--- src/sv/ccad_pkg.sv ---
// package: widths, codes and control structs for the crank cadence block
package ccad_pkg;

  localparam int unsigned FLAGS_W = 8;
  localparam int unsigned WORD_W  = 16;
  localparam int unsigned NUM_W   = 2 * WORD_W;
  localparam int unsigned CNT_W   = $clog2(NUM_W);
  localparam int unsigned MISS_W  = 2;

  localparam logic [FLAGS_W-1:0] FLAGS_MATCH = 8'h23;
  localparam logic [MISS_W-1:0]  MISS_LIMIT  = 2'd3;
  localparam logic [WORD_W-1:0]  CADENCE_MAX = 16'hffff;

  // 61440 = 60 * 1024 = 2^16 - 2^12
  localparam int unsigned SCALE_HI_SH = 16;
  localparam int unsigned SCALE_LO_SH = 12;

  typedef struct packed {
    logic              start;
    logic [NUM_W-1:0]  num;
    logic [WORD_W-1:0] den;
  } div_req_t;

  typedef struct packed {
    logic              done;
    logic              busy;
    logic [WORD_W-1:0] quo;
  } div_rsp_t;

endpackage

--- src/sv/ccad_in_if.sv ---
// interface: input item channel
interface ccad_in_if;
  logic        valid;
  logic        ready;
  logic [7:0]  flags;
  logic signed [15:0] power_watts;
  logic [15:0] crank_revs;
  logic [15:0] crank_time;

  modport source (output valid, flags, power_watts, crank_revs, crank_time, input ready);
  modport sink (input valid, flags, power_watts, crank_revs, crank_time, output ready);
endinterface

--- src/sv/ccad_out_if.sv ---
// interface: result item channel
interface ccad_out_if;
  logic        valid;
  logic        ready;
  logic signed [15:0] power_out;
  logic [15:0] cadence_rpm;
  logic        cadence_updated;

  modport source (output valid, power_out, cadence_rpm, cadence_updated, input ready);
  modport sink (input valid, power_out, cadence_rpm, cadence_updated, output ready);
endinterface

--- src/sv/ccad_div.sv ---
// radix-2 restoring divider, one quotient bit a cycle, saturating 16-bit quotient
module ccad_div (
  input  logic              clk,
  input  logic              rst,
  input  ccad_pkg::div_req_t req,
  output ccad_pkg::div_rsp_t rsp
);

  logic [ccad_pkg::NUM_W-1:0]  acc;
  logic [ccad_pkg::WORD_W-1:0] rem;
  logic [ccad_pkg::WORD_W-1:0] den;
  logic [ccad_pkg::CNT_W-1:0]  count;
  logic                        busy;
  logic                        done;

  logic [ccad_pkg::WORD_W:0] rem_sh;
  logic [ccad_pkg::WORD_W:0] rem_sub;
  logic                      ge;

  assign rem_sh  = {rem, acc[ccad_pkg::NUM_W-1]};
  assign rem_sub = rem_sh - {1'b0, den};
  assign ge      = rem_sh >= {1'b0, den};

  always_ff @(posedge clk) begin
    if (rst) begin
      busy <= 1'b0;
      done <= 1'b0;
    end else begin
      if (req.start) begin
        busy <= 1'b1;
        done <= 1'b0;
      end else if (busy && count == '0) begin
        busy <= 1'b0;
        done <= 1'b1;
      end else begin
        done <= 1'b0;
      end
    end
  end

  always_ff @(posedge clk) begin
    if (req.start) begin
      acc   <= req.num;
      den   <= req.den;
      rem   <= '0;
      count <= ccad_pkg::CNT_W'(ccad_pkg::NUM_W - 1);
    end else if (busy) begin
      rem   <= ge ? rem_sub[ccad_pkg::WORD_W-1:0] : rem_sh[ccad_pkg::WORD_W-1:0];
      acc   <= {acc[ccad_pkg::NUM_W-2:0], ge};
      count <= count - 1'b1;
    end
  end

  assign rsp.done = done;
  assign rsp.busy = busy;
  assign rsp.quo  = (|acc[ccad_pkg::NUM_W-1:ccad_pkg::WORD_W]) ? ccad_pkg::CADENCE_MAX
                                                                : acc[ccad_pkg::WORD_W-1:0];

endmodule

--- src/sv/crank_cadence_from_power_packet.sv ---
// top level: crank cadence from a decoded cycling power measurement
//
//   channel  dir  handshake     payload
//   in       in   valid/ready   flags, power_watts, crank_revs, crank_time
//   out      out  valid/ready   power_out, cadence_rpm, cadence_updated
//
// an item with crank data and a usable change runs through the 32 single-bit steps of the
// divider; any other item goes from preparation straight to the done state
// one item at a time; the output register holds a result while the next item runs
// a full output register with the next result ready stalls the sequencer
// rst is synchronous and clears the stored pair, miss count and cadence
module crank_cadence_from_power_packet (
  input  logic clk,
  input  logic rst,
  ccad_in_if.sink    in,
  ccad_out_if.source out
);

  typedef enum logic [3:0] {
    ST_IDLE = 4'b0001,
    ST_PREP = 4'b0010,
    ST_DIV  = 4'b0100,
    ST_DONE = 4'b1000
  } state_t;

  state_t state;
  state_t state_next;

  logic signed [ccad_pkg::WORD_W-1:0] power;
  logic                               match;
  logic [ccad_pkg::WORD_W-1:0]        revs;
  logic [ccad_pkg::WORD_W-1:0]        tnow;

  logic [ccad_pkg::WORD_W-1:0] prev_revs;
  logic [ccad_pkg::WORD_W-1:0] prev_time;
  logic [ccad_pkg::MISS_W-1:0] miss_count;
  logic [ccad_pkg::WORD_W-1:0] cadence_reg;
  logic                        updated;

  logic                               out_valid;
  logic signed [ccad_pkg::WORD_W-1:0] out_power;
  logic [ccad_pkg::WORD_W-1:0]        out_cadence;
  logic                               out_updated;

  logic [ccad_pkg::WORD_W-1:0] dtime;
  logic [ccad_pkg::WORD_W-1:0] drev;
  logic                        hit;
  logic                        accept;
  logic                        out_free;

  ccad_pkg::div_req_t div_req;
  ccad_pkg::div_rsp_t div_rsp;

  assign accept   = in.valid && in.ready;
  assign out_free = !out_valid || out.ready;
  assign in.ready = (state == ST_IDLE);

  assign dtime = (tnow >= prev_time) ? (tnow - prev_time) : (prev_time - tnow);
  assign drev  = revs - prev_revs;
  assign hit   = (revs > prev_revs) && (dtime != '0);

  assign div_req.start = (state == ST_PREP) && match && hit;
  assign div_req.num   = ({drev, ccad_pkg::SCALE_HI_SH'(0)})
                       - ccad_pkg::NUM_W'({drev, ccad_pkg::SCALE_LO_SH'(0)});
  assign div_req.den   = dtime;

  ccad_div u_div (
    .clk (clk),
    .rst (rst),
    .req (div_req),
    .rsp (div_rsp)
  );

  always_comb begin
    state_next = state;
    case (state)
      ST_IDLE: if (accept) state_next = ST_PREP;
      ST_PREP: state_next = div_req.start ? ST_DIV : ST_DONE;
      ST_DIV:  if (div_rsp.done) state_next = ST_DONE;
      ST_DONE: if (out_free) state_next = ST_IDLE;
      default: state_next = ST_IDLE;
    endcase
  end

  always_ff @(posedge clk) begin
    if (rst) begin
      state       <= ST_IDLE;
      prev_revs   <= '0;
      prev_time   <= '0;
      miss_count  <= '0;
      cadence_reg <= '0;
      updated     <= 1'b0;
      out_valid   <= 1'b0;
    end else begin
      state <= state_next;
      if (accept) begin
        updated <= 1'b0;
      end
      if (state == ST_PREP && match) begin
        prev_revs <= revs;
        prev_time <= tnow;
        if (!hit) begin
          if (miss_count >= ccad_pkg::MISS_LIMIT) begin
            cadence_reg <= '0;
          end else begin
            miss_count <= miss_count + 1'b1;
          end
        end
      end
      if (state == ST_DIV && div_rsp.done) begin
        cadence_reg <= div_rsp.quo;
        miss_count  <= '0;
        updated     <= 1'b1;
      end
      if (state == ST_DONE && out_free) begin
        out_valid <= 1'b1;
      end else if (out.ready) begin
        out_valid <= 1'b0;
      end
    end
  end

  always_ff @(posedge clk) begin
    if (accept) begin
      power <= in.power_watts;
      match <= (in.flags == ccad_pkg::FLAGS_MATCH);
      revs  <= in.crank_revs;
      tnow  <= in.crank_time;
    end
    if (state == ST_DONE && out_free) begin
      out_power   <= power;
      out_cadence <= cadence_reg;
      out_updated <= updated;
    end
  end

  assign out.valid           = out_valid;
  assign out.power_out       = out_power;
  assign out.cadence_rpm     = out_cadence;
  assign out.cadence_updated = out_updated;

  a_div_in_div_state: assert property (@(posedge clk) disable iff (rst)
    div_rsp.busy |-> state == ST_DIV)
    else $error("divider running outside the divide state");

  a_accept_to_prep: assert property (@(posedge clk) disable iff (rst)
    accept |=> state == ST_PREP)
    else $error("accepted item did not enter preparation");

  a_result_loads_out: assert property (@(posedge clk) disable iff (rst)
    (state == ST_DONE && out_free) |=> out_valid && state == ST_IDLE)
    else $error("finished item not moved to the output register");

  a_update_clears_miss: assert property (@(posedge clk) disable iff (rst)
    (state == ST_DIV && div_rsp.done) |=> miss_count == '0 && updated)
    else $error("computed cadence did not clear the miss count");

endmodule

--- src/flat_wrapper.sv ---
// flat-port wrapper written by rule: the top's interface ports become plain ports
module crank_cadence_from_power_packet_flat 
  (clk, rst, in_valid, in_flags, in_power_watts, in_crank_revs, in_crank_time, in_ready, out_valid, out_power_out, out_cadence_rpm, out_cadence_updated, out_ready);
  ccad_in_if in_i ();
  ccad_out_if out_i ();
  input  logic clk;
  input  logic rst;
  input wire logic [$bits(in_i.valid)-1:0] in_valid;
  input wire logic [$bits(in_i.flags)-1:0] in_flags;
  input wire logic [$bits(in_i.power_watts)-1:0] in_power_watts;
  input wire logic [$bits(in_i.crank_revs)-1:0] in_crank_revs;
  input wire logic [$bits(in_i.crank_time)-1:0] in_crank_time;
  output wire logic [$bits(in_i.ready)-1:0] in_ready;
  output wire logic [$bits(out_i.valid)-1:0] out_valid;
  output wire logic [$bits(out_i.power_out)-1:0] out_power_out;
  output wire logic [$bits(out_i.cadence_rpm)-1:0] out_cadence_rpm;
  output wire logic [$bits(out_i.cadence_updated)-1:0] out_cadence_updated;
  input wire logic [$bits(out_i.ready)-1:0] out_ready;
  assign in_i.valid = in_valid;
  assign in_i.flags = in_flags;
  assign in_i.power_watts = in_power_watts;
  assign in_i.crank_revs = in_crank_revs;
  assign in_i.crank_time = in_crank_time;
  assign in_ready = in_i.ready;
  assign out_valid = out_i.valid;
  assign out_power_out = out_i.power_out;
  assign out_cadence_rpm = out_i.cadence_rpm;
  assign out_cadence_updated = out_i.cadence_updated;
  assign out_i.ready = out_ready;
  crank_cadence_from_power_packet u_core (.clk(clk), .rst(rst), .in(in_i), .out(out_i));
endmodule
--- config.mk ---
export PLATFORM = sky130hd
export DESIGN_NAME = crank_cadence_from_power_packet_flat
export DESIGN_NICKNAME = d
export VERILOG_FILES = /design/src/sv/ccad_pkg.sv /design/src/sv/ccad_in_if.sv /design/src/sv/ccad_out_if.sv /design/src/sv/ccad_div.sv /design/src/sv/crank_cadence_from_power_packet.sv /design/src/flat_wrapper.sv
export SDC_FILE = /design/constraint.sdc
export NUM_CORES = 1
export LEC_CHECK = 0
export BUFFER_PORTS_ARGS = -buffer_cell sky130_fd_sc_hd__buf_2
export CAP_MARGIN = 20
export CORE_ASPECT_RATIO = 1.2
export CORE_MARGIN = 2
export CORE_UTILIZATION = 46
export DETAILED_ROUTE_END_ITERATION = 12
export GPL_TIMING_DRIVEN = 0
export PLACE_DENSITY = 0.69
export RECOVER_POWER = 25
export REMOVE_ABC_BUFFERS = 1
export SKIP_CTS_REPAIR_TIMING = 1
export SLEW_MARGIN = 20
export SYNTH_ARGS = -nofsm -noshare
export SYNTH_HDL_FRONTEND = slang
export SYNTH_SLANG_ARGS = --single-unit
--- constraint.sdc ---
create_clock -name clk -period 5.21 [get_ports clk]
set_input_delay 0.521 -clock clk [delete_from_list [all_inputs] [get_ports clk]]
set_output_delay 0.521 -clock clk [all_outputs]
set_load 0.03 [all_outputs]
==> results of run 1 <==
-- through the flow --
| step | util | hold WS (ps) | total power (uW) | cell area [um^2] |
|---|---|---|---|---|
| 2_1_floorplan | - | 400 | 4820 | 11400 |
| 3_3_place_gp | 0.496 | 400 | 5470 | 12300 |
| 3_5_place_dp | 0.502 | 405 | 5540 | 12400 |
| 4_1_cts | 0.534 | 150 | 7270 | 13200 |
| 5_1_grt | 0.534 | 145 | 7770 | 13200 |
| 6_report | 0.534 | 173 | 7230 | 13200 |
-- how the worst max path moves through the flow --
| stage | start | end | slack (ps) | depth (start not counted) |
|---|---|---|---|---|
| final | u_core.tnow[0]$_DFFE_PP_ | u_core.u_div.acc[2]$_SDFFCE_PP0P_ | 360 | 14 |
| after CTS | u_core.prev_time[13]$_SDFFE_PP0P_ | u_core.u_div.acc[19]$_DFFE_PP_ | -180 | 13 |
| after floorplan | u_core.tnow[0]$_DFFE_PP_ | u_core.u_div.acc[0]$_SDFFCE_PP0P_ | -230 | 13 |
| after detailed placement | u_core.tnow[13]$_DFFE_PP_ | u_core.u_div.acc[29]$_DFFE_PP_ | -170 | 12 |
| after global placement | u_core.tnow[11]$_DFFE_PP_ | u_core.u_div.acc[30]$_DFFE_PP_ | -1680 | 11 |
| after global routing | u_core.tnow[0]$_DFFE_PP_ | u_core.u_div.acc[0]$_SDFFCE_PP0P_ | 80 | 14 |
-- layer usage --
metal  vias up  routed length [um]  global-route usage
met4         0                 429              0.0492
li1       4288                   -                   -
met1      3876               11200               0.239
met3        30                1120              0.0271
met2       187               10700               0.293
met5         -                   0                   0
-- power breakdown --
part           internal (uW)  switching, uW
Sequential              2110            167
Combinational           1350           1910
Clock                   1030            650
-- area by class of cell --
cell class / instances / area share
inverter: 98 / 0.0278
clock buffer: 25 / 0.0425
multi-input combinational: 792 / 0.422
tap: 325 / 0.0308
timing repair buffer: 102 / 0.0447
sequential: 209 / 0.415
clock inverter: 15 / 0.0169
-- logic make-up (layout without fill, tap and decap cells) --
kind of cell	after synthesis	count (layout)	synth area share
compound gates	271	272	0.161
xor+xnor	63	63	0.0475
fa+ha+maj	81	81	0.0897
buf+inv	147	240	0.0523
flops	209	209	0.472
mux	35	35	0.0346
simple gates	340	341	0.144
-- critical path, stage by stage (launching register included) --
cell	delay, ps
edfxtp_1	380
inv_1	50
ha_1	200
fa_1	410
nand3b_1	190
a21boi_0	260
o2111ai_2	210
and2_2	370
or4_1	630
o221ai_1	180
o21a_1	160
or4bb_1	550
o211a_4	400
buf_12	230
or2_4	350
-- layout by cell type (no fill, tap or decap), types with 18 or more instances in the layout --
cell / count
edfxtp_1: 130
a21o_1: 23
nor2_1: 70
o221a_2: 18
ha_1: 77
a21oi_1: 86
nor3_1: 19
nand2_1: 119
clkbuf_16: 22
xor2_1: 28
inv_1: 97
xnor2_1: 35
o21ai_0: 42
a211oi_1: 18
dfxtp_1: 78
mux2i_1: 23
buf_2: 95
nor2b_1: 28
==> qor.yml, run 1 <==
status:
  status: "finished clean"
run:
  cap_violations: 0
synth:
  synth_top_cell_area_share: 0.336
  synthCells: 1146
  yosysMostFrequentCell: "edfxtp_1"
  ys.warnings.count: 0
  synth_edf_count: 130
  yosysSeqAreaShare: 0.472
  synth_seq_cells: 209
  yosysTopAreaCell: "edfxtp_1"
  synthTopCellsByCount: "edfxtp_1, nand2_1, inv_1"
  synth_area_mm2: 0.0116
  syn_avg_cell_area_um2: 10.1
  synth_area_leaders: "edfxtp_1, dfxtp_1, ha_1"
  yosysUniqueCellTypes: 76
  async_flop_share: 0
  ys_dominant_reg_cell: "edfxtp_1"
layout:
  multi_input_area_mm2: 0.00558
  stdcell_count: 1566
  fin_nets: 1366
  largest_reg_flops: 32
  syn2layout_area_growth_pct: 13.7
  nFillCells: 2209
  seq_area_mm2: 0.00549
  largest_register: "u_core.u_div.acc"
  insertedDiodeCount: 0
  drive_gt1_frac: 0.159
clock_network:
  numCtsBuffers: 22
  clock_path_buffers: 3
  clkSlewWorstSetupHoldPaths_ps: 60
  cts_tree: "yes"
  cts.htree.levels: 1
  cts.sinks: 209
  root_buffer: "clkbuf_16"
  clk_latency_ps: 520
global_route:
  grt_pass1_vias: 8062
  grt_overflow: 0
  grt_max_degree: 44
  grt_util_all_layers: 0.176
  antenna_found_initial: 0
  grt_pass1_wl_um: 38600
placed_design:
  pre_cts_ws_ps: -172
  dp_hpwl_um: 16900
  routabilityCongestion: 0.842
  dp.cells: 1524
  io_buffers: 94
routing:
  drtAntennaViolNets: 0
  drtIter0Drc: 466
  viasPerCell: 5.35
  dr.pass1.iters: 6
  route.vias.total: 8381
  drc: 0
  wl_per_cell_um: 15.0
  drt-total-wl_um: 23500
critical_path:
  reg2reg_slack_ps: 360
  reg2regPathDepth: 14
  critPathMaxFanout: 42
  cp.required_ps: 5460
  arrival_ps: 5090
  r2r_start: "u_core.tnow[0]$_DFFE_PP_"
  worstSetupStartpointType: "flip-flop"
  path_class: "reg2reg"
  r2r-end: "u_core.u_div.acc[2]$_SDFFCE_PP0P_"
  crit_path_end_kind: "flip-flop"
floorplanning:
  rows: 63
  die_w_um: 149
  ios: 95
  die_y_um: 178
  core_mm2: 0.0248
  start_util: 0.470
  dieArea_mm2: 0.0266
min_path:
  whs_endpoint: "u_core.revs[7]$_DFFE_PP_"
  min_path_cells: 1
  hp-class: "in2reg"
  hold_path.startpoint: "in_crank_revs[7]"
power:
  p_leak_uw: 0.00518
  p_per_area_mw_per_mm2: 547
  ir_worst_vdd_v: 0.000341
timing:
  fin_skew_ps: 10.5
  fmax_mhz: 206
  setup_viol: 0
  finalCriticalPeriod_ps: 4850
  hold_viol_final: 0
  slew_headroom: 0.342
  maxSlewViolCount: 0
  final.period_utilization: 0.930
  worst_pin_slew_ps: 986
  setup_slack_ps: 364
  rsz0062_at_grt: "false"
  setup_tns_ps: 0
No activity file was read; power rests on OpenSTA's default activity.
==> run 2: changes to the inputs <==
--- a/config.mk
+++ b/config.mk
@@ -12,7 +12,7 @@
 export CORE_UTILIZATION = 46
 export DETAILED_ROUTE_END_ITERATION = 12
 export GPL_TIMING_DRIVEN = 0
-export PLACE_DENSITY = 0.69
+export PLACE_DENSITY = 0.67
 export RECOVER_POWER = 25
 export REMOVE_ABC_BUFFERS = 1
 export SKIP_CTS_REPAIR_TIMING = 1
==> qor.yml, run 2 (same netlist as run 1, synthesis figures left out) <==
floorplanning:
  die_y_um: 178  # unchanged
  die_w_um: 149  # unchanged
  dieArea_mm2: 0.0266  # unchanged
  core_mm2: 0.0248  # unchanged
  start_util: 0.470  # unchanged
  ios: 95  # unchanged
  rows: 63  # unchanged
layout:
  multi_input_area_mm2: 0.00557  # -0.22%
  drive_gt1_frac: 0.156  # -0.00297
  fin_nets: 1364  # -0.15%
  largest_register: "u_core.u_div.acc"
  syn2layout_area_growth_pct: 13.4
  nFillCells: 2215  # +0.27%
  stdcell_count: 1564  # -0.13%
  insertedDiodeCount: 0  # unchanged
  final_core_util: 0.533  # -0.00126
  final_common_cell: "edfxtp_1"
  layout_common_cells: "edfxtp_1, nand2_1, inv_1"
  largest_reg_flops: 32  # unchanged
  seq_area_mm2: 0.00549  # unchanged
  final_area_mm2: 0.0132  # -0.24%
global_route:
  met2_usage: 0.295  # +0.00269
  grt_pass1_vias: 7997  # -0.81%
  grt_pass1_wl_um: 38800  # +0.59%
  antenna_found_initial: 0  # unchanged
  grt_max_degree: 48  # +9.1%
  grt_util_all_layers: 0.177  # +0.00106
  busiest_layer: "met2"
  grt_overflow: 0  # unchanged
  grt.met1_usage: 0.243  # +0.00402
  grtUsageMet3: 0.0228  # -0.00435
routing:
  drtAntennaViolNets: 0  # unchanged
  dr.pass1.iters: 5  # -1
  drt-total-wl_um: 23400  # -0.41%
  viasPerCell: 5.35  # about the same
  drtIter0Drc: 496  # +6.4%
  wl_per_cell_um: 14.9  # -0.28%
  route.vias.total: 8366  # -0.18%
  drc: 0  # unchanged
clock_network:
  cts.htree.levels: 1  # unchanged
  clkSlewWorstSetupHoldPaths_ps: 60  # about the same
  clock_path_buffers: 3  # unchanged
  root_buffer: "clkbuf_16"
  cts.sinks: 209  # unchanged
  numCtsBuffers: 22  # unchanged
  cts_tree: "yes"
  clk_latency_ps: 510  # about the same
critical_path:
  arrival_ps: 5080  # about the same
  path_class: "reg2reg"
  reg2reg_slack_ps: 330  # -30 ps
  reg2regPathDepth: 14  # unchanged
  cp.required_ps: 5420  # -40 ps
  critPathMaxFanout: 47  # +12%
  crit_path_end_kind: "flip-flop"
  worstSetupStartpointType: "flip-flop"
  r2r_start: "u_core.tnow[0]$_DFFE_PP_"
  r2r-end: "u_core.u_div.acc[26]$_DFFE_PP_"
power:
  p_leak_uw: 0.00517  # -0.27%
  ir_worst_vdd_v: 0.000293  # -14%
  p_per_area_mw_per_mm2: 543  # -0.70%
min_path:
  whs_endpoint: "u_core.revs[1]$_DFFE_PP_"
  min_path_cells: 1  # unchanged
  hold_path.startpoint: "in_crank_revs[1]"
  hp-class: "in2reg"
timing:
  finalCriticalPeriod_ps: 4880  # +31.3 ps
  fmax_mhz: 205  # -0.64%
  setup_viol: 0  # unchanged
  rsz0062_at_grt: "false"
  fin_skew_ps: 14.3  # +3.84 ps
  final.period_utilization: 0.936  # +0.00601
  maxSlewViolCount: 44  # +44
  worst_pin_slew_ps: 2270  # +1280 ps
  slew_headroom: -0.513  # -0.856
  hold_slack_ps: 184  # +10.8 ps
  hold_viol_final: 0  # unchanged
  setup_tns_ps: 0  # unchanged
placed_design:
  dp_hpwl_um: 17000  # +0.75%
  dp.cells: 1524  # unchanged
  io_buffers: 94  # unchanged
  routabilityCongestion: 0.873  # +3.7%
  dpl_cell_area_mm2: 0.0124  # about the same
run:
  cap_violations: 1  # +1
status:
  violations: "capacitance limit, slew limit"
  status: "finished, violations left"
-- run 2: cell count changes in the layout (fill, tap and decap cells not counted), moves of 2 or more --
cell	change
bufinv_16	-3
clkbuf_8	+3
buf_2	-2
clkbuf_16	+2
clkinv_1	+2
clkinv_2	-2
-- run 2: worst max path at each step --
stage / start / endpoint / slack, ps / depth (start not counted)
2_1_floorplan: u_core.tnow[0]$_DFFE_PP_ / u_core.u_div.acc[0]$_SDFFCE_PP0P_ / -230 / 13
3_3_place_gp: u_core.tnow[11]$_DFFE_PP_ / u_core.u_div.acc[20]$_DFFE_PP_ / -1740 / 11
3_5_place_dp: u_core.tnow[13]$_DFFE_PP_ / u_core.u_div.acc[12]$_DFFE_PP_ / -180 / 12
4_1_cts: u_core.tnow[13]$_DFFE_PP_ / u_core.u_div.acc[19]$_DFFE_PP_ / -190 / 12
5_1_grt: u_core.tnow[13]$_DFFE_PP_ / u_core.u_div.acc[26]$_DFFE_PP_ / 100 / 12
6_report: u_core.tnow[0]$_DFFE_PP_ / u_core.u_div.acc[26]$_DFFE_PP_ / 330 / 14
-- run 2: power breakdown --
| group | switching [uW] | internal (uW) | total (uW) |
|---|---|---|---|
| sequential | 169 | 2110 | 2280 |
| combinational | 1910 | 1360 | 3270 |
| clock | 633 | 978 | 1610 |
| total | 2710 | 4450 | 7160 |
-- run 2: stage by stage --
| stage | setup slack (ps) | power (uW) |
|---|---|---|
| after floorplan | -229 | 4820 |
| after global placement | -1740 | 5480 |
| after detailed placement | -178 | 5560 |
| after CTS | -194 | 7210 |
| after global routing | 103 | 7710 |
| final | 333 | 7160 |
-- run 2: final cells by class --
class,count,share of cell area
Clock inverter,10,0.00797
Tap cell,325,0.0308
Timing Repair Buffer,102,0.0455
Multi-Input combinational cell,790,0.422
Clock buffer,30,0.0495
Sequential cell,209,0.416
Inverter,98,0.0279
-- run 2: worst max-delay path, cell delays in order (launching register included) --
cell and delay, ps:
edfxtp_1 370, inv_1 50, ha_1 200, fa_1 410
nand3b_1 190, a21boi_0 260, o2111ai_2 210, and2_4 280
or4_1 590, o221ai_1 170, o21a_1 160, or4bb_1 530
o211a_4 440, buf_12 250, or2_4 410
-- run 2: routing by layer --
metal	vias up	part of all wire	routed length [um]
met5	-	0	0
met4	0	0.019	454
met3	31	0.039	914
met2	162	0.46	10800
met1	3887	0.48	11200
li1	4286	-	-
